`config.mk`:
```
export PLATFORM = sky130hd
export DESIGN_NAME = hst_mix
export DESIGN_NICKNAME = d
export VERILOG_FILES = /design/src/hw/rtl/hst_pkg.sv /design/src/hw/rtl/hst_mix.sv
export SDC_FILE = /design/constraint.sdc
export NUM_CORES = 1
export LEC_CHECK = 0
export BUFFER_PORTS_ARGS = -buffer_cell sky130_fd_sc_hd__buf_2
export CAP_MARGIN = 20
export CORE_MARGIN = 5
export CORE_UTILIZATION = 45
export DETAILED_ROUTE_END_ITERATION = 8
export MAX_ROUTING_LAYER = met4
export PLACE_DENSITY = 0.74
export SYNTH_ARGS = -nofsm -noshare
export SYNTH_HDL_FRONTEND = slang
export SYNTH_SLANG_ARGS = --single-unit
```
`constraint.sdc`:
```
create_clock -name clk -period 4.22 [get_ports clk]
set_input_delay 0.844 -clock clk [delete_from_list [all_inputs] [get_ports clk]]
set_output_delay 0.844 -clock clk [all_outputs]
set_load 0.02 [all_outputs]
```
`src/hw/rtl/hst_pkg.sv`:
```
// Package for the hashed slot table: sizes, payload structs, codes and the
// controller state type. Depends on nothing; every other file uses it.
`default_nettype none

package hst_pkg;

	// Physical slots in the value store.
	localparam int TABLE_SLOTS = 1024;
	localparam int SLOT_W      = (TABLE_SLOTS > 1) ? $clog2(TABLE_SLOTS) : 1;

	// Fixed field widths.
	localparam int CNT_W   = 11;
	localparam int HASH_W  = 16;
	localparam int VAL_W   = 64;
	localparam int KEY_W   = 64;
	localparam int CFG_IDX_W = 1;

	// Actions.
	localparam logic [1:0] ACT_PUT    = 2'd0;
	localparam logic [1:0] ACT_GET    = 2'd1;
	localparam logic [1:0] ACT_DELETE = 2'd2;
	localparam logic [1:0] ACT_CLEAR  = 2'd3;

	// Result status codes.
	localparam logic [1:0] STAT_OK        = 2'd0;
	localparam logic [1:0] STAT_COLLISION = 2'd1;
	localparam logic [1:0] STAT_ZERO      = 2'd2;

	// Configuration register indexes.
	localparam logic [CFG_IDX_W-1:0] CFG_SLOT_COUNT = 1'd0;
	localparam logic [CFG_IDX_W-1:0] CFG_REPLACE    = 1'd1;

	typedef struct packed {
		logic [1:0]       action;
		logic [KEY_W-1:0] key_low;
		logic [KEY_W-1:0] key_high;
		logic [VAL_W-1:0] item_value;
	} req_t;

	typedef struct packed {
		logic [VAL_W-1:0] value_out;
		logic [1:0]       status;
	} rsp_t;

	// One request to the value store.
	typedef struct packed {
		logic              re;
		logic              we;
		logic [SLOT_W-1:0] addr;
		logic [VAL_W-1:0]  wdata;
	} mem_req_t;

	typedef enum logic [2:0] {
		S_WIPE,
		S_IDLE,
		S_HASH,
		S_MOD,
		S_READ,
		S_DECIDE,
		S_CLEAR,
		S_DONE
	} state_t;

endpackage

`default_nettype wire

```
`src/hw/rtl/hst_mix.sv`:
```
// Key hash unit: one shared subtract/xor/shift datapath steps through two
// mix rounds, one line per cycle, key addition between. Depends on hst_pkg.
`default_nettype none

module hst_mix (
	input  wire logic                      clk,
	input  wire logic                      arst_n,
	input  wire logic                      start,
	input  wire logic [hst_pkg::KEY_W-1:0] key_low,
	input  wire logic [hst_pkg::KEY_W-1:0] key_high,
	output logic                           done,
	output logic [hst_pkg::HASH_W-1:0]     hash
);

	localparam logic [31:0] HASH_SEED = 32'h0000_9e37;
	localparam logic [31:0] HASH_INIT = 32'd131;
	localparam logic [31:0] KEY_BYTES = 32'd16;
	localparam logic [3:0]  LAST_STEP = 4'd8;

	// One line of the mix: target minus the other two, then xor with a
	// shifted copy of the value subtracted last.
	function automatic logic [31:0] mix_line(input logic [3:0] step,
		input logic [31:0] x, input logic [31:0] y, input logic [31:0] z);
		logic [31:0] d;
		logic [31:0] s;
		d = x - y - z;
		case (step)
			4'd0:    s = z >> 13;
			4'd1:    s = z << 8;
			4'd2:    s = z >> 13;
			4'd3:    s = z >> 12;
			4'd4:    s = z << 16;
			4'd5:    s = z >> 5;
			4'd6:    s = z >> 3;
			4'd7:    s = z << 10;
			default: s = z >> 15;
		endcase
		return d ^ s;
	endfunction

	logic [31:0] x_q, y_q, z_q;
	logic [3:0]  step_q;
	logic        busy_q, mid_q, round_q, done_q;
	logic [31:0] line_val;

	assign line_val = mix_line(step_q, x_q, y_q, z_q);

	always_ff @(posedge clk or negedge arst_n) begin
		if (!arst_n) begin
			busy_q  <= 1'b0;
			mid_q   <= 1'b0;
			round_q <= 1'b0;
			step_q  <= '0;
			done_q  <= 1'b0;
		end else begin
			done_q <= 1'b0;
			if (start) begin
				busy_q  <= 1'b1;
				mid_q   <= 1'b0;
				round_q <= 1'b0;
				step_q  <= '0;
			end else if (mid_q) begin
				mid_q   <= 1'b0;
				round_q <= 1'b1;
				step_q  <= '0;
			end else if (busy_q) begin
				if (step_q == LAST_STEP) begin
					step_q <= '0;
					if (round_q) begin
						busy_q <= 1'b0;
						done_q <= 1'b1;
					end else begin
						mid_q <= 1'b1;
					end
				end else begin
					step_q <= step_q + 4'd1;
				end
			end
		end
	end

	// The registers rotate so that the next target is always in x_q; after
	// nine lines a, b, c are back in x_q, y_q, z_q.
	always_ff @(posedge clk) begin
		if (start) begin
			x_q <= HASH_SEED + key_low[31:0];
			y_q <= HASH_SEED + key_low[63:32];
			z_q <= HASH_INIT + key_high[31:0];
		end else if (mid_q) begin
			x_q <= x_q + key_high[63:32];
			z_q <= z_q + KEY_BYTES;
		end else if (busy_q) begin
			x_q <= y_q;
			y_q <= z_q;
			z_q <= line_val;
		end
	end

	assign done = done_q;
	assign hash = z_q[hst_pkg::HASH_W-1:0];

endmodule

`default_nettype wire

```
Word level (Yosys, flattened, before mapping)
Cells that the tools add are included.
{"block": "totals", "output_inout_bits": 17, "word_cells": 62, "register_bits": 104, "inputBits": 131}
{"block": "classes", "n_bitwise": 1, "muxes": 30, "add_sub_neg": 8, "n_reduce_logical": 6, "n_eq_ne": 9}
{"operator": "$mux 32", "count": 9}
{"operator": "$pmux 32 s7", "count": 1}
{"operator": "$add 16x32->32 const A", "count": 2}
{"operator": "$sub 32x32->32", "count": 2}
{"operator": "$add 32x32->32", "count": 1}
{"operator": "$add 32x5->32 const B", "count": 1}
{"operator": "$add 8x32->32 const A", "count": 1}
{"operator": "$xor 32x32->32", "count": 1}
{"operator": "$eq 4x3->1 const B", "count": 4}
{"operator": "$mux 1", "count": 16}
{"operator": "$mux 4", "count": 4}
{"operator": "$eq 4x2->1 const B", "count": 2}
{"operator": "$add 4x1->4 const B", "count": 1}
{"operator": "$eq 4x1->1 const B", "count": 1}
{"operator": "$eq 4x4->1 const B", "count": 1}
{"operator": "$logic_not 4->1", "count": 1}
{"operator": "$reduce_bool 2->1", "count": 2}
{"operator": "$reduce_bool 3->1", "count": 1}
{"operator": "$ne 2x2->1 const B", "count": 1}
{"operator": "$reduce_and 2->1", "count": 1}
{"operator": "$reduce_or 2->1", "count": 1}

Logic depth before layout (Yosys ltp)
{"block": "logic_depth", "depth_word": 7, "depth_mapped": 13, "mapped_depth_nobuf": 12}

Least setup slack after synthesis
No wires, ideal clock.
{"block": "synth_timing", "path_type": "reg2reg", "start": "register mid_q", "end": "register y_q[0] (enable)", "path_stages_with_launch": 5, "path_buffers": 3, "setup_slack_ns": 0.614, "arrival_time_ns": 3.140, "setup_time_ns": 0.466, "required_time_ns": 3.754, "path_cell_list": "dfrtp_1 > clkbuf_1 > buf_4 > clkbuf_1 > o21ai_0"}
{"block": "synth_between", "elab_chain_len": 2}
{"element": "from (decl)", "line_no": "hst_mix.sv:43", "rtl": "logic busy_q, mid_q, round_q, done_q;"}
{"element": "from (signal assigned)", "line_no": "hst_mix.sv:51", "rtl": "mid_q <= 1'b0;"}
{"element": "from (signal assigned)", "line_no": "hst_mix.sv:59", "rtl": "mid_q <= 1'b0;"}
{"element": "from (signal assigned)", "line_no": "hst_mix.sv:63", "rtl": "mid_q <= 1'b0;"}
{"element": "$ne 2x2->1 (no line)"}
{"element": "$reduce_and 2->1 (no line)"}
{"element": "to (signal assigned)", "line_no": "hst_mix.sv:87", "rtl": "y_q <= HASH_SEED + key_low[63:32];"}
{"element": "to (signal assigned)", "line_no": "hst_mix.sv:94", "rtl": "y_q <= z_q;"}
{"element": "to (decl)", "line_no": "hst_mix.sv:41", "rtl": "logic [31:0] x_q, y_q, z_q;"}
Every way passes these cells.
A chain may end at the register's enable or synchronous reset.

Final worst setup path
{"block": "layout_timing", "start": "register z_q[5]", "end": "register z_q[25] (data pin)"}
{"block": "layout_between", "elab_chain_len": 5, "elab_cells_between_ends": 6, "cone_classes": "add/sub: 2; mux: 3; bitwise: 1"}
{"element": "from (decl)", "line_no": "hst_mix.sv:41"}
{"element": "from (signal assigned)", "line_no": "hst_mix.sv:88", "rtl": "z_q <= HASH_INIT + key_high[31:0];"}
{"element": "from (signal assigned)", "line_no": "hst_mix.sv:91", "rtl": "z_q <= z_q + KEY_BYTES;"}
{"element": "from (signal assigned)", "line_no": "hst_mix.sv:95", "rtl": "z_q <= line_val;"}
{"element": "$sub 32x32->32", "line_no": "hst_mix.sv:26", "rtl": "d = x - y - z;"}
{"element": "$xor 32x32->32", "line_no": "hst_mix.sv:38", "rtl": "return d ^ s;"}
{"element": "$mux 32", "line_no": "hst_mix.sv:92", "rtl": "end else if (busy_q) begin"}
{"element": "$mux 32 *", "line_no": "hst_mix.sv:89", "rtl": "end else if (mid_q) begin"}
{"element": "$mux 32 *", "line_no": "hst_mix.sv:85", "rtl": "if (start) begin"}
Every way passes the cells marked *; elsewhere a longest branch is shown, timed or not. The select of a mux whose other input is x is not followed.

==> results.toml <==
[finish]
syn2layout_area_growth_pct = 10.5
drive_above_1_share = 0.144
final_nets = 1838
antenna_cells = 0
design_area_um2 = 13700
fin_cells = 1949

[pwr]
max-vdd-ir-drop_uv = 343
power_density_nw_per_um2 = 805
p_leak_nw = 5.71
p_clk_frac = 0.078
swShare = 0.520
switching_power_w = 0.00575
intPower_w = 0.00530
power_frac_comb = 0.743
p_seq_frac = 0.178

[yosys]
synth_common_cells = "nand2_1 (124), nor2_1 (118), xnor2_1 (118)"
synth_area_leader_cell = "edfxtp_1"
ys_top_cells_by_area = "edfxtp_1 (23%), xnor2_1 (8.3%), ha_1 (7.3%)"
synth_top_area_share = 0.232
syn_inst = 1503
ys_types = 79
ys.flop_type = "edfxtp_1"
synth_edf_count = 96
synth_nets = 1738
synthArstFlopShare = 0.0769
synth_most_common_cell = "nand2_1"
seq_area_frac_synth = 0.248
postSynthRegisterBits = 104
synth.avg_cell_area_um2 = 8.26
syn_area_um2 = 12400
ys.warnings.count = 0

[cts]
clock-root-buffer = "clkbuf_16"
clockBufferDepth = 2
path_clk_slew_ns = 0.09
h-tree-depth = 3
post_cts_buffers = 0
tritoncts = "yes"
numClockSinks = 104
clock_latency_ns = 0.37
postCtsHoldBufs = 0
cts_resized = 0
cts_buffers = 9

[routing]
vias_per_cell = 6.28
drtIter0Drc = 1463
num_vias = 12200
wl_per_cell_um = 21.9
drt.antenna.violating_nets = 0
wl_um = 42700
drc_errors = 0
drtPass1Iterations = 8

[placement]
placed_cells = 1933
dp_hpwl_um = 33400
placed_cell_area_um2 = 13400
dp_slack_ns = 0.480
port_buffers = 147
place_congestion = 1.01

[die]
io_pins = 148
initial_core_util = 0.459
die_area_um2 = 31000
die_w_um = 176
num_rows = 60
dieHeight_um = 176
fp.coreArea_um2 = 27000

[worst_setup_path]
cp_max_fo = 9
crit_arrival_ns = 3.83
endpoint_kind = "flop"
critPathLaunchType = "flop"
cp.required_ns = 4.32
r2r_start = "z_q[5]"
cp-startpoint = "z_q[5]"
crit_type = "flop to flop"

[grt]
grt_pass1_vias = 11500
grt_max_degree = 77
grt_use_total = 0.273
grt_pass1_wl_um = 65100
antenna_found_initial = 0
grt_overflow = 0

[timing]
hold_viol = 0
max_clock_freq_mhz = 268
fin_crit_ns = 3.73
fin_ws_ns = 0.491
max_slew_margin = 0.392
rsz0062_at_grt = "false"
tightest_slew_ns = 0.900
skew_ns = 0.0147
final_max_slew_viol_count = 0
setup_viol = 0
min_period_over_period = 0.884
fin_setup_tns_ns = 0

[hold_path]
hp-class = "primary input to asynchronous set/reset pin"

[outcome]
status = "completed"

[run]
maxCapViolations = 0
worst paths after layout:
kind,end,slack (ns),depth (start not counted)
hold / removal,done,0.31,1
min in group clk,mid_q,0.45,1
setup reg to reg,z_q[25],0.49,11
max in group asynchronous,mid_q,3.73,1
setup / recovery,z_q[25],0.49,11
hold reg to reg,mid_q,0.45,1
area by class of cell:
| type | count | area (um^2) |
|---|---|---|
| clock inverter | 7 | 62.6 |
| timing repair buffer | 191 | 1080 |
| clock buffer | 9 | 225 |
| sequential | 104 | 3080 |
| fill | 2649 | 13300 |
| inverter | 90 | 338 |
| tap | 341 | 427 |
| multi-input combinational | 1207 | 8500 |
critical path, cell delays in order (launching register included):
cell	delay, ns
edfxtp_1	0.60
inv_1	0.15
fa_1	0.44
ha_1	0.39
a211oi_1	0.12
nor2_1	0.17
o211ai_1	0.18
nor4_2	0.40
o221ai_2	0.25
or4_1	0.54
a21oi_1	0.17
a211oi_1	0.06
kinds of logic after synthesis:
| family | after synthesis | share of synthesized area |
|---|---|---|
| AND/OR/NAND/NOR | 470 | 0.184 |
| AO/OA/AOI/OAI | 440 | 0.239 |
| buffers and inverters | 192 | 0.0677 |
| XOR/XNOR | 183 | 0.129 |
| adder cells (fa/ha/maj) | 104 | 0.124 |
| flip-flops | 104 | 0.248 |
| multiplexers | 10 | 0.00806 |
cells in the final DEF (no fill, tap or decap), types with 65 or more instances in the layout:
cell and count:
buf_2 146, xor2_1 65, inv_1 90, a21oi_1 110, edfxtp_1 96, xnor2_1 118, nand3_1 70, nand2_1 123
nor2_1 118, ha_1 72, o21ai_0 77
per-stage QoR:
| step | utilization | total power, W | hold slack [ns] |
|---|---|---|---|
| 2_1_floorplan | - | 0.00776 | 0.423 |
| 3_3_place_gp | 0.497 | 0.00984 | 0.447 |
| 6_report | 0.508 | 0.0110 | 0.309 |
| 3_5_place_dp | 0.497 | 0.00993 | 0.438 |
| 5_1_grt | 0.508 | 0.0118 | 0.319 |
| 4_1_cts | 0.508 | 0.0108 | 0.307 |
registers in the layout, summed over array words and instances, names as in the netlist:
register / cells
z_q: 32
step_q: 4
busy_q: 1
y_q: 32
round_q: 1
x_q: 32
mid_q: 1
done: 1
metal layers:
layer	global-route usage	share of wire
met4	0.0695	0.026
met3	0.0570	0.11
met1	0.391	0.44
met2	0.395	0.42
met5	-	0
power by group through the flow:
stage               Sequential [W]  Combinational (W)  Clock [W]
CTS                        0.00194            0.00800   0.000868
detailed placement         0.00196            0.00797          0
finish                     0.00197            0.00821   0.000862
floorplan                  0.00175            0.00601          0
global route               0.00199            0.00889   0.000917
global placement           0.00195            0.00789          0
Note: power is estimated with default switching activity, not from simulation.
