## src/hw/rtl/hst_pkg.sv

```systemverilog
// Package for the hashed slot table: sizes, payload structs, codes and the
// controller state type. Depends on nothing; every other file uses it.
`default_nettype none

package hst_pkg;

	// Physical slots in the value store.
	localparam int TABLE_SLOTS = 1024;
	localparam int SLOT_W      = (TABLE_SLOTS > 1) ? $clog2(TABLE_SLOTS) : 1;

	// Fixed field widths.
	localparam int CNT_W   = 11;
	localparam int HASH_W  = 16;
	localparam int VAL_W   = 64;
	localparam int KEY_W   = 64;
	localparam int CFG_IDX_W = 1;

	// Actions.
	localparam logic [1:0] ACT_PUT    = 2'd0;
	localparam logic [1:0] ACT_GET    = 2'd1;
	localparam logic [1:0] ACT_DELETE = 2'd2;
	localparam logic [1:0] ACT_CLEAR  = 2'd3;

	// Result status codes.
	localparam logic [1:0] STAT_OK        = 2'd0;
	localparam logic [1:0] STAT_COLLISION = 2'd1;
	localparam logic [1:0] STAT_ZERO      = 2'd2;

	// Configuration register indexes.
	localparam logic [CFG_IDX_W-1:0] CFG_SLOT_COUNT = 1'd0;
	localparam logic [CFG_IDX_W-1:0] CFG_REPLACE    = 1'd1;

	typedef struct packed {
		logic [1:0]       action;
		logic [KEY_W-1:0] key_low;
		logic [KEY_W-1:0] key_high;
		logic [VAL_W-1:0] item_value;
	} req_t;

	typedef struct packed {
		logic [VAL_W-1:0] value_out;
		logic [1:0]       status;
	} rsp_t;

	// One request to the value store.
	typedef struct packed {
		logic              re;
		logic              we;
		logic [SLOT_W-1:0] addr;
		logic [VAL_W-1:0]  wdata;
	} mem_req_t;

	typedef enum logic [2:0] {
		S_WIPE,
		S_IDLE,
		S_HASH,
		S_MOD,
		S_READ,
		S_DECIDE,
		S_CLEAR,
		S_DONE
	} state_t;

endpackage

`default_nettype wire

```

## src/hw/rtl/hst_mod.sv

```systemverilog
// Restoring remainder unit: one dividend bit per cycle, most significant first.
// Depends on hst_pkg.
`default_nettype none

module hst_mod (
	input  wire logic                      clk,
	input  wire logic                      arst_n,
	input  wire logic                      start,
	input  wire logic [hst_pkg::HASH_W-1:0] dividend,
	input  wire logic [hst_pkg::CNT_W-1:0]  divisor,
	output logic                           done,
	output logic [hst_pkg::CNT_W-1:0]      rem
);

	localparam int CNT_BITS = $clog2(hst_pkg::HASH_W);

	logic [hst_pkg::HASH_W-1:0] quo_q;
	logic [hst_pkg::CNT_W-1:0]  rem_q, div_q;
	logic [CNT_BITS-1:0]        cnt_q;
	logic                       busy_q, done_q;
	logic [hst_pkg::CNT_W:0]    trial;
	logic [hst_pkg::CNT_W:0]    trial_sub;

	assign trial     = {rem_q, quo_q[hst_pkg::HASH_W-1]};
	assign trial_sub = trial - {1'b0, div_q};

	always_ff @(posedge clk or negedge arst_n) begin
		if (!arst_n) begin
			busy_q <= 1'b0;
			done_q <= 1'b0;
			cnt_q  <= '0;
		end else begin
			done_q <= 1'b0;
			if (start) begin
				busy_q <= 1'b1;
				cnt_q  <= CNT_BITS'(hst_pkg::HASH_W - 1);
			end else if (busy_q) begin
				cnt_q <= cnt_q - 1'b1;
				if (cnt_q == '0) begin
					busy_q <= 1'b0;
					done_q <= 1'b1;
				end
			end
		end
	end

	// The partial remainder stays below the divisor, so it fits CNT_W bits.
	always_ff @(posedge clk) begin
		if (start) begin
			quo_q <= dividend;
			div_q <= divisor;
			rem_q <= '0;
		end else if (busy_q) begin
			quo_q <= {quo_q[hst_pkg::HASH_W-2:0], 1'b0};
			if (trial >= {1'b0, div_q}) begin
				rem_q <= trial_sub[hst_pkg::CNT_W-1:0];
			end else begin
				rem_q <= trial[hst_pkg::CNT_W-1:0];
			end
		end
	end

	assign done = done_q;
	assign rem  = rem_q;

endmodule

`default_nettype wire

```

## config.mk

```make
export PLATFORM = sky130hd
export DESIGN_NAME = hst_mod
export DESIGN_NICKNAME = d
export VERILOG_FILES = /design/src/hw/rtl/hst_pkg.sv /design/src/hw/rtl/hst_mod.sv
export SDC_FILE = /design/constraint.sdc
export NUM_CORES = 1
export LEC_CHECK = 0
export BUFFER_PORTS_ARGS = -buffer_cell sky130_fd_sc_hd__buf_2
export CORE_UTILIZATION = 50
export CTS_CLUSTER_DIAMETER = 40
export CTS_CLUSTER_SIZE = 16
export DETAILED_ROUTE_END_ITERATION = 6
export GPL_TIMING_DRIVEN = 0
export MAX_ROUTING_LAYER = met4
export PLACE_DENSITY_LB_ADDON = 0.15
export SETUP_SLACK_MARGIN = 0.05
export SYNTH_ARGS = -nofsm -noshare
export SYNTH_HDL_FRONTEND = slang
export SYNTH_SLANG_ARGS = --single-unit
```

## constraint.sdc

```tcl
create_clock -name clk -period 7.1 [get_ports clk]
set_clock_uncertainty 0.2 [all_clocks]
set_input_delay 0.355 -clock clk [delete_from_list [all_inputs] [get_ports clk]]
set_output_delay 0.355 -clock clk [all_outputs]
set_load 0.01 [all_outputs]
```

Word-level counts from Yosys, hierarchy flattened

Cells that the tools add are included.

$add $sub $neg: 2
Muxes and demuxes: 11
Reduce and logical (&&, ||, !) cells: 2
Order comparisons: 1

Operator list:

| kind                                             | number |
|---|---|
| two-way mux 16 bit                               | 2 |
| >= comparator 12 x 11 -> 1 bit                   | 1 |
| two-way mux 11 bit                               | 1 |
| subtractor 11 bit                                | 1 |
| two-way mux 4 bit                                | 2 |
| two-way mux 1 bit                                | 6 |
| zero test 4 bit                                  | 1 |
| subtractor 4 x 1 -> 4 bit, second input constant | 1 |
| nonzero test 2 bit                               | 1 |

Word-level logic and storage cells: 22
Register bits after elaboration: 44
Output and inout bits: 12

Logic depth before layout (Yosys ltp)

Gate-level depths: netlist of the first run.

Depth in word-level cells: 4
Mapped depth: 11

Least setup slack after synthesis of the first run

No wires, ideal clock.

Path type: reg2reg
Start: reg quo_q[15] in the netlist's numbering
End: reg rem_q, in the netlist rem[0]
Arrival: 2,334 ps
Slack: 4,486 ps
Stages on the path, launching flop included: 11
Required time: 6,821 ps
Cell sequence: edfxtp_1 inv_1 ha_1 fa_1 nand2b_1 o2bb2ai_1 a2111oi_2 or3_1 buf_6 mux2_4 a211oi_2

Word-level cells in the longest chain between the ends: 2
Elaborated cells between the ends (all ways): 3

RTL lines:

| element                                                             | line                         | RTL |
|---|---|---|
| from (decl)                                                         | hst_mod.sv:17                | `logic [hst_pkg::HASH_W-1:0] quo_q;` |
| from (signal assigned)                                              | hst_mod.sv:50                | `quo_q <= dividend;` |
| from (signal assigned)                                              | hst_mod.sv:54                | `quo_q <= {quo_q[hst_pkg::HASH_W-2:0], 1'b0};` |
| subtractor 11 bit or >= comparator 12 x 11 -> 1 bit (tied branches) | hst_mod.sv:25, hst_mod.sv:55 |  |
| two-way mux 11 bit (*)                                              | hst_mod.sv:55                | `if (trial >= {1'b0, div_q}) begin` |
| to (signal assigned)                                                | hst_mod.sv:56                | `rem_q <= trial_sub[hst_pkg::CNT_W-1:0];` |
| to (signal assigned)                                                | hst_mod.sv:58                | `rem_q <= trial[hst_pkg::CNT_W-1:0];` |
| to (decl)                                                           | hst_mod.sv:18                | `logic [hst_pkg::CNT_W-1:0] rem_q, div_q;` |

Every way passes the cells marked *; elsewhere a longest branch is shown, timed or not.
A chain may end at the register's enable or synchronous reset.

Worst setup path after layout of the first run

Start: reg quo_q[15] in the netlist's numbering
End: reg rem_q, in the netlist rem[5]

The elaborated chain is that of the path after synthesis.

==> results of run 1 <==
==> critical path: cells and delay by family, from the launching register on <==
kind,cells,cell delay [ns]
multiplexers,1,0.24
flip-flops,1,0.33
AND/OR/NAND/NOR,2,0.34
buffers and inverters,3,0.32
adder cells (fa/ha/maj),2,0.62
AO/OA/AOI/OAI,3,0.65
==> layout make-up <==
| type | count | share of cell area (%) |
|---|---|---|
| Clock inverter | 2 | 0.466 |
| Clock buffer | 6 | 2.70 |
| Buffer | 8 | 1.68 |
| Tap cell | 52 | 2.42 |
| Multi-Input combinational cell | 132 | 38.2 |
| Sequential cell | 44 | 44.0 |
| Inverter | 18 | 2.52 |
| Timing Repair Buffer | 42 | 8.01 |
==> registers in the layout, summed over array words and instances (netlist names) <==
signal,flops
busy_q,1
done,1
cnt_q,4
div_q,11
rem,11
quo_q,16
==> synth_stat cells (4+ instances only) <==
| cell type | number |
|---|---|
| ha_1 | 12 |
| dfxtp_1 | 11 |
| clkbuf_1 | 4 |
| mux2_2 | 15 |
| nand2b_1 | 7 |
| dfrtp_1 | 6 |
| mux2i_1 | 7 |
| a21o_1 | 5 |
| a21oi_1 | 5 |
| xnor2_1 | 6 |
| nor2_1 | 9 |
| o21ai_0 | 7 |
| nand2_1 | 14 |
| edfxtp_1 | 27 |
| inv_1 | 18 |
==> cells by family (layout without fill, tap and decap cells) <==
group / Yosys count / after routing / share of synthesized area, %
xor+xnor: 8 / 8 / 3.02
flops: 44 / 44 / 50.9
simple gates: 51 / 51 / 11.3
compound gates: 37 / 37 / 11.7
buf+inv: 26 / 76 / 4.85
fa+ha+maj: 13 / 13 / 7.33
mux: 23 / 23 / 10.9
==> report_power, final <==
group	internal (uW)	switching [uW]
clock network	68.8	86.6
registers	313	32.6
logic	166	183
==> layer usage <==
| metal | vias up | track usage (%) | wire, microns |
|---|---|---|---|
| li1 | 832 | - | - |
| met1 | 792 | 27.6 | 2150 |
| met2 | 45 | 30.7 | 1980 |
| met3 | 6 | 4.91 | 194 |
| met4 | 0 | 6.00 | 57 |
| met5 | - | - | 0 |
==> worst max-delay path by stage <==
stage / end
global placement: rem[5]
global route: rem[5]
floorplan: rem[0]
finish: rem[5]
detailed placement: rem[5]
CTS: rem[5]
==> timing repair <==
action                    4_1_cts  5_1_grt
gates resized for setup         0        0
hold endpoints to repair        6        0
hold buffers                    1        0
==> through the flow <==
stage          instances  area, sq um  util, %  setup WS, ns
2_1_floorplan        202         2320        -          4.49
3_5_place_dp         295         2590     58.7          4.25
6_report             304         2690     60.9          4.25
5_1_grt              304         2690     60.9          4.01
3_3_place_gp         295         2590     58.7          4.26
4_1_cts              304         2690     60.9          4.22
==> results.md, run 1 <==
- Min-delay src: divisor[8]
- Reg-to-reg critical path endpoint: rem[5]
- Port bufs: 41
- DRT iter0 DRCs: 144
- YS warnings: 0
- CP Class: flop to flop
- Post-synth top area share: 34.9%
- Vias per std cell: 5.51
- Most common flop cell mapped by yosys: edfxtp_1
- Via Count: about 1700
- Die W: ~70 microns
- Total CTS buffers: 5
- Maximum clock rate: 351 MHz
- Max-cap viol count: 0
- Layout filler cell count: roughly 390
- Reg2reg start: quo_q[15]
- Worst hold slack: 0.0268 ns
- Final period utilization: 40.1%
- Starting Density: 52.6%
- Pleak: about 0.0012 uW
- Most frequent cells in the layout: buf_2, edfxtp_1, inv_1
- Gpl congestion: 0.840
- R2R depth: 11
- Core Region: between 4000 and 5000 sq um
- DP Wirelength: 3.19 mm
- Final setup violation count: 0
- Area of the mapped netlist: between 2000 and 2500 sq um
- Critical path launch point type: flop
- Routed wire per std cell: 14.4 microns
- CP max FO: 10
- Outcome: finished, final reports clean
- Slew HR: 56.7%
- Antenna violations before repair: 0
- Syn nets: 245
- Area Overhead vs Synth: 15.7%
- Slowest stage delay, CP: about 0.4 ns
- Die area: 4920 sq um
- Htree depth: 2
- Pwr Total: 850 uW
- 1st-pass router iterations: 4
- Clock transition at path regs: 0.08 ns
- Total track usage: roughly a fifth
- Ys async rst share: 13.6%
- Gate Count Post-Synth: 202
- Library cells used by synthesis: 50
- Leading area contributor after synthesis: edfxtp_1
- Max-slew violations: 0
- Worst Hold End: div_q[8]
- Root buffer cell: clkbuf_8
- Residual DRC count: 0
- Critical Path Sink Type: flop
- CTS sink cnt: 44
- Slew of the pin with the lowest slew margin: 0.648 ns
- Vias in the first global route: around 1600
- RSZ-0062 raised after global routing: false
- Footprint of the multi-input gates: 1030 sq um
- Nets: 294
- Synth area leaders: edfxtp_1, dfxtp_1, mux2_2, dfrtp_1, ha_1
- Worst EP required: 7.07 ns
- Setup TNS: 0 ns
- N_diodes: 0
- Most used cell, CP: buf_6
- CTS tree: built
- Post-CTS Setup Bufs: 0
- CP Data Arrival Time: 2.81 ns
- Reg2reg setup slack: 4.25 ns
- Endpoints failing hold: 0
- Num rows: 24
- Most common cell after layout, fill and taps aside: buf_2
- Io pins: 42
- Pwr Density: between 300 and 400 nW/um^2
- CP startpoint: quo_q[15]
- GR Overflow Total: 0
- Worst skew pair latency: 0.30 ns
- Routed WL: 4.38 mm
- CP Cell Sequence: inv_1, ha_1, fa_1, nand2b_1, o2bb2ai_1, a2111oi_2, or3_1, buf_6, buf_6, mux2i_1, a211oi_1
- CTS max path bufs: 2
- Hold depth: 1
- Number of synthesized flops with an enable pin: 27
- Die height: 70.1 microns
- Layout cell share with drive strength beyond 1: 27.4%
- Sequential fraction of the synthesis area: 50.9%
- Worst hold path class: input pin to flop
- Global-route wire length before repair: 7.58 mm
- Pin count of the biggest net entering global routing: 18
- Peak supply drop: 0.000173 V
- Avg Cell Area, Syn: 11.5 sq um
- Crit path time final: 2.85 ns
- Post-DRT Antenna Nets: 0
- CP max stage cell: fa_1
- Total area of sequential cells: 1180 sq um
- #FFs+latches synth: 44
Power figures use the tool's default switching activity.
==> inputs of run 2 (changes only) <==
--- a/config.mk
+++ b/config.mk
@@ -5,6 +5,7 @@
 export SDC_FILE = /design/constraint.sdc
 export NUM_CORES = 1
 export LEC_CHECK = 0
+export ABC_AREA = 1
 export BUFFER_PORTS_ARGS = -buffer_cell sky130_fd_sc_hd__buf_2
 export CORE_UTILIZATION = 50
 export CTS_CLUSTER_DIAMETER = 40
==> constraint.sdc (replaced) <==
create_clock -name clk -period 2.4 [get_ports clk]
set_clock_uncertainty 0.2 [all_clocks]
set_input_delay 0.12 -clock clk [delete_from_list [all_inputs] [get_ports clk]]
set_output_delay 0.12 -clock clk [all_outputs]
set_load 0.01 [all_outputs]
==> results.md, run 2 <==
- Endpoints failing hold: 0
- Starting Density: 51.9%
- Largest register by flop count: quo_q
- Reg2reg start: div_q[0]
- Area of the mapped netlist: approximately 2600 sq um
- Final Util: 65.2%
- Library cells used by synthesis: 29
- Synth area leaders: edfxtp_1, nand2_1, dfxtp_1, inv_1, dfrtp_1
- Met2 WL post-DR: 2.89 mm
- Final period utilization: about 92%
- Pleak: roughly 0.0017 uW
- YS warnings: 0
- Worst hold path class: input pin to flop
- Hold depth: 1
- Routed WL: 5.76 mm
- CTS max path bufs: 2
- Top sig layer: met4
- R2R depth: 13
- Gate Count Post-Synth: 326
- Die height: 74.6 microns
- Setup TNS: 0 ns
- Die area: about 5600 sq um
- Dpl ws: between 0.15 and 0.2 ns
- Count leader, synth: nand2_1
- Io pins: 42
- Reg2reg setup slack: 0.20 ns
- Leading area contributor after synthesis: edfxtp_1
- Htree depth: 2
- Ys async rst share: 13.6%
- Total CTS buffers: 5
- Final Cell Area: 3310 sq um
- Syn nets: 369
- Area Overhead vs Synth: 25.6%
- CTS sink cnt: 44
- Max-cap viol count: 0
- Pin count of the biggest net entering global routing: 22
- Post-route setup slack: 0.202 ns
- Reg-to-reg critical path endpoint: rem[2]
- Routed wire per std cell: around 12 microns
- Critical path launch point type: flop
- Root buffer cell: clkbuf_8
- Num rows: 26
- N_diodes: 0
- CTS tree: built
- #FFs+latches synth: 44
- Antenna violations before repair: 0
- Max-slew violations: 0
- 1st-pass router iterations: 4
- Final setup violation count: 0
- DP Wirelength: a little under 4 mm
- Outcome: finished, final reports clean
- Clock transition at path regs: 0.09 ns
- Met3 wire length: 224 microns
- Slew of the pin with the lowest slew margin: 0.819 ns
- GR Overflow Total: 0
- Worst hold slack: ~0.044 ns
- Die W: roughly 75 microns
- Vias per std cell: 4.83
- Min-delay src: start
- Worst skew pair latency: 0.30 ns
- Port bufs: 41
- Avg Cell Area, Syn: around 8.1 sq um
- Slew HR: between 40% and 50%
- CP max FO: 10
- Number of synthesized flops with an enable pin: 27
- RSZ-0062 raised after global routing: false
- Gpl congestion: about 0.9
- Top cells by count, synth: nand2_1, inv_1, edfxtp_1
- Placed cell areas: 2930 sq um
- Most frequent cells in the layout: nand2_1, inv_1, buf_2
- DRT iter0 DRCs: 71
- Worst Hold End: div_q[5]
- Pwr Density: approximately 960 nW/um^2
- Crit path time final: 2.20 ns
- Residual DRC count: 0
- Met1 wire length: 2.57 mm
- CP Class: flop to flop
- Layout cell share with drive strength beyond 1: 22.0%
- CP Data Arrival Time: 2.16 ns
- Post-synth top area share: 30.8%
- Via Count: ~2300
- Most common cell after layout, fill and taps aside: nand2_1
- Worst EP required: 2.36 ns
- Total track usage: 24.2%
- Nets: 446
- Maximum clock rate: 455 MHz
- Vias in the first global route: approximately 2200
- Core Region: between 5000 and 6000 sq um
- Max FFs per register: 16
- Sequential fraction of the synthesis area: 44.8%
- Global-route wire length before repair: 9.74 mm
- Post-DRT Antenna Nets: 0
- Most common flop cell mapped by yosys: edfxtp_1
- Critical Path Sink Type: flop
- Peak supply drop: 0.000461 V
[run 2: metal layers]
layer,vias to the layer above,track usage (%)
met3,7,4.61
met4,0,7.55
li1,1184,-
met2,48,41.4
met5,-,-
met1,1052,28.6
[run 2: logic make-up (layout without fill, tap and decap cells)]
family | Yosys count | after routing | share of synthesized area (%)
AOI/OAI and AO/OA | 16 | 16 | 3.56
xor gates and xnor gates | 3 | 3 | 0.998
adders and majority gates | 13 | 13 | 6.46
buffers and inverters | 68 | 146 | 11.5
DFF | 44 | 44 | 44.8
and+or+nand+nor | 182 | 182 | 32.6
[run 2: worst max path at each step]
| stage | slack [ns] | endpoint | from |
|---|---|---|---|
| 3_5_place_dp | 0.17 | rem[2] | div_q[0] |
| 4_1_cts | 0.16 | rem[3] | div_q[0] |
| 5_1_grt | 0.08 | rem[2] | quo_q[15] |
| 3_3_place_gp | 0.17 | rem[2] | div_q[0] |
| 2_1_floorplan | 0.38 | rem[2] | quo_q[15] |
| 6_report | 0.20 | rem[2] | div_q[0] |
[run 2: final cells by class]
| cell class | instances | area (sq um) |
|---|---|---|
| clock inverter | 2 | 16.3 |
| tap | 70 | 87.6 |
| clock buffer | 6 | 72.6 |
| fill | 467 | 1770 |
| multi-input combinational | 214 | 1150 |
| inverter | 59 | 221 |
| buffer | 9 | 82.6 |
| sequential | 44 | 1180 |
| timing repair buffer | 70 | 495 |
[run 2: power breakdown]
group          switching [uW]  internal (uW)
clock network             266            207
registers                89.3            935
logic                     956            705
[run 2: repair_timing]
item                                   in CTS  in global routing
setup endpoints to repair                   0                  1
endpoints found under the hold margin      33                  0
hold buffers                               29                  0
buffers inserted                            0                  0
gates resized for setup                     0                  1
[run 2: through the flow]
step	total power, uW	cells
2_1_floorplan	2310	326
3_3_place_gp	2630	437
3_5_place_dp	2650	437
4_1_cts	3170	474
5_1_grt	3430	474
6_report	3160	474
[run 2: worst max-delay path, cell delays in order (launching register included)]
cell and delay [ns]:
edfxtp_1 0.40, ha_1 0.23, fa_2 0.36, inv_2 0.09
nand2_2 0.05, nand2_2 0.06, nand2_2 0.06, nand2_1 0.08
nand2_2 0.09, nand3_4 0.08, buf_12 0.15, nand2_2 0.05
nand3_1 0.08, o21ai_1 0.08
==> inputs of run 3 (changes only) <==
--- a/config.mk
+++ b/config.mk
@@ -13,7 +13,7 @@
 export DETAILED_ROUTE_END_ITERATION = 6
 export GPL_TIMING_DRIVEN = 0
 export MAX_ROUTING_LAYER = met4
-export PLACE_DENSITY_LB_ADDON = 0.15
+export PLACE_DENSITY = 0.74
 export SETUP_SLACK_MARGIN = 0.05
 export SYNTH_ARGS = -nofsm -noshare
 export SYNTH_HDL_FRONTEND = slang
==> results.md, run 3 (same netlist as run 2, synthesis figures left out) <==
- Outcome: finished, final reports clean
- Num rows: 26
- Die height: 74.6 microns
- DRT iter0 DRCs: approximately 100
- Worst hold path class: input pin to flop
- Final setup violation count: 0
- Via Count: 2304
- Post-DRT Antenna Nets: 0
- Max-slew violations: 0
- Slew of the pin with the lowest slew margin: approximately 0.8 ns
- Nets: 446
- CP max FO: 10
- Reg2reg setup slack: about 0.20 ns
- Port bufs: 41
- Layout cell share with drive strength beyond 1: 22.3%
- Pwr Total: 3250 uW
- Largest register by flop count: quo_q
- Total CTS buffers: 5
- Pwr Density: 975 nW/um^2
- Max-cap viol count: 0
- DP Wirelength: 3.91 mm
- Most frequent cells in the layout: nand2_1, inv_1, buf_2
- Die area: 5560 sq um
- Global-route wire length before repair: 9.51 mm
- Gpl congestion: 0.873
- GR Overflow Total: 0
- CTS sink cnt: 44
- Hold depth: 1
- Worst EP required: 2.35 ns
- Starting Density: between 50% and 60%
- Root buffer cell: clkbuf_8
- Dpl ws: 0.187 ns
- Vias per std cell: 4.86
- Residual DRC count: 0
- Antenna violations before repair: 0
- Pleak: 0.00170 uW
- Final period utilization: 91.5%
- Reg2reg start: quo_q[15]
- Endpoints failing hold: 0
- Maximum clock rate: 456 MHz
- Clock transition at path regs: 0.09 ns
- Routed WL: ~5.6 mm
- RSZ-0062 raised after global routing: false
- Io pins: 42
- CTS max path bufs: 2
- N_diodes: 0
- Min-delay src: start
- Worst Hold End: div_q[10]
- CTS tree: built
- Worst hold slack: 0.0672 ns
- Core Region: 5070 sq um
- Die W: 74.6 microns
- Layout filler cell count: 444
- Area Overhead vs Synth: 26.5%
- Slew HR: 45.5%
- Critical path launch point type: flop
- CP Class: flop to flop
- Worst skew pair latency: 0.29 ns
- Post-route setup slack: 0.205 ns
- Routed wire per std cell: 11.9 microns
- Max FFs per register: 16
- 1st-pass router iterations: 4
- CP Data Arrival Time: 2.15 ns
- Crit path time final: between 2 and 2.5 ns
- Vias in the first global route: 2224
- Most common cell after layout, fill and taps aside: nand2_1
- Pin count of the biggest net entering global routing: 22
- R2R depth: 14
- Htree depth: 2
- Peak supply drop: around 0.00040 V
- Critical Path Sink Type: flop
- Total track usage: 23.4%
- Setup TNS: 0 ns
- Reg-to-reg critical path endpoint: rem[3]
## run 3: changes by cell type in the layout (fill, tap and decap cells not counted), sizes merged
cell	delta
clkbuf	-1
bufinv	+1
## run 3: cell type report
cell class	instances	area (sq um)	share of cell area, %
well taps	70	87.6	2.63
clock buffers	5	68.8	2.07
multi-input cells	214	1150	34.6
flip-flops and latches	44	1180	35.5
plain buffers	9	82.6	2.48
clock inverters	3	42.5	1.28
repair buffers	70	495	14.9
inverters	59	221	6.65
## run 3: worst max-delay path: stages, from the launching register on
cell and delay, ns:
edfxtp_1 0.34, inv_1 0.05, ha_1 0.22, fa_2 0.37, inv_2 0.09, nand2_2 0.05, nand2_2 0.06, nand2_2 0.06
nand2_1 0.08, nand2_2 0.09, nand3_4 0.09, buf_12 0.15, nand2_2 0.05, nand3_1 0.07, o21ai_1 0.07
## run 3: how the worst max path moves through the flow
stage / start / endpoint / slack, ns / depth (start not counted)
finish: quo_q[15] / rem[3] / 0.20 / 14
CTS: quo_q[15] / rem[3] / 0.16 / 14
floorplan: quo_q[15] / rem[2] / 0.38 / 14
global placement: div_q[0] / rem[3] / 0.18 / 13
detailed placement: quo_q[15] / rem[3] / 0.19 / 14
global route: quo_q[15] / rem[3] / 0.10 / 14
## run 3: power breakdown
group	total, uW	internal [uW]	switching, uW
registers	1020	935	87.1
clock network	562	308	253
logic	1670	705	960
## run 3: layer usage
metal / track usage [%] / part of all wire (%)
met5: - / 0
met4: 5.66 / 0.85
met3: 4.47 / 3.1
met2: 41.2 / 51
met1: 27.3 / 45
## run 3: stage by stage
| step | cell area (sq um) | util (%) | std cells |
|---|---|---|---|
| floorplan | 2630 | - | 326 |
| global placement | 2930 | 57.7 | 437 |
| detailed placement | 2930 | 57.7 | 437 |
| CTS | 3330 | 65.6 | 474 |
| global route | 3330 | 65.6 | 474 |
| finish | 3330 | 65.6 | 474 |
## run 3: timing repair
action,in CTS,in global routing
hold endpoints to repair,33,0
setup endpoints to repair,0,1
resized for setup,0,1
setup buffers,0,0
hold buffers,29,0
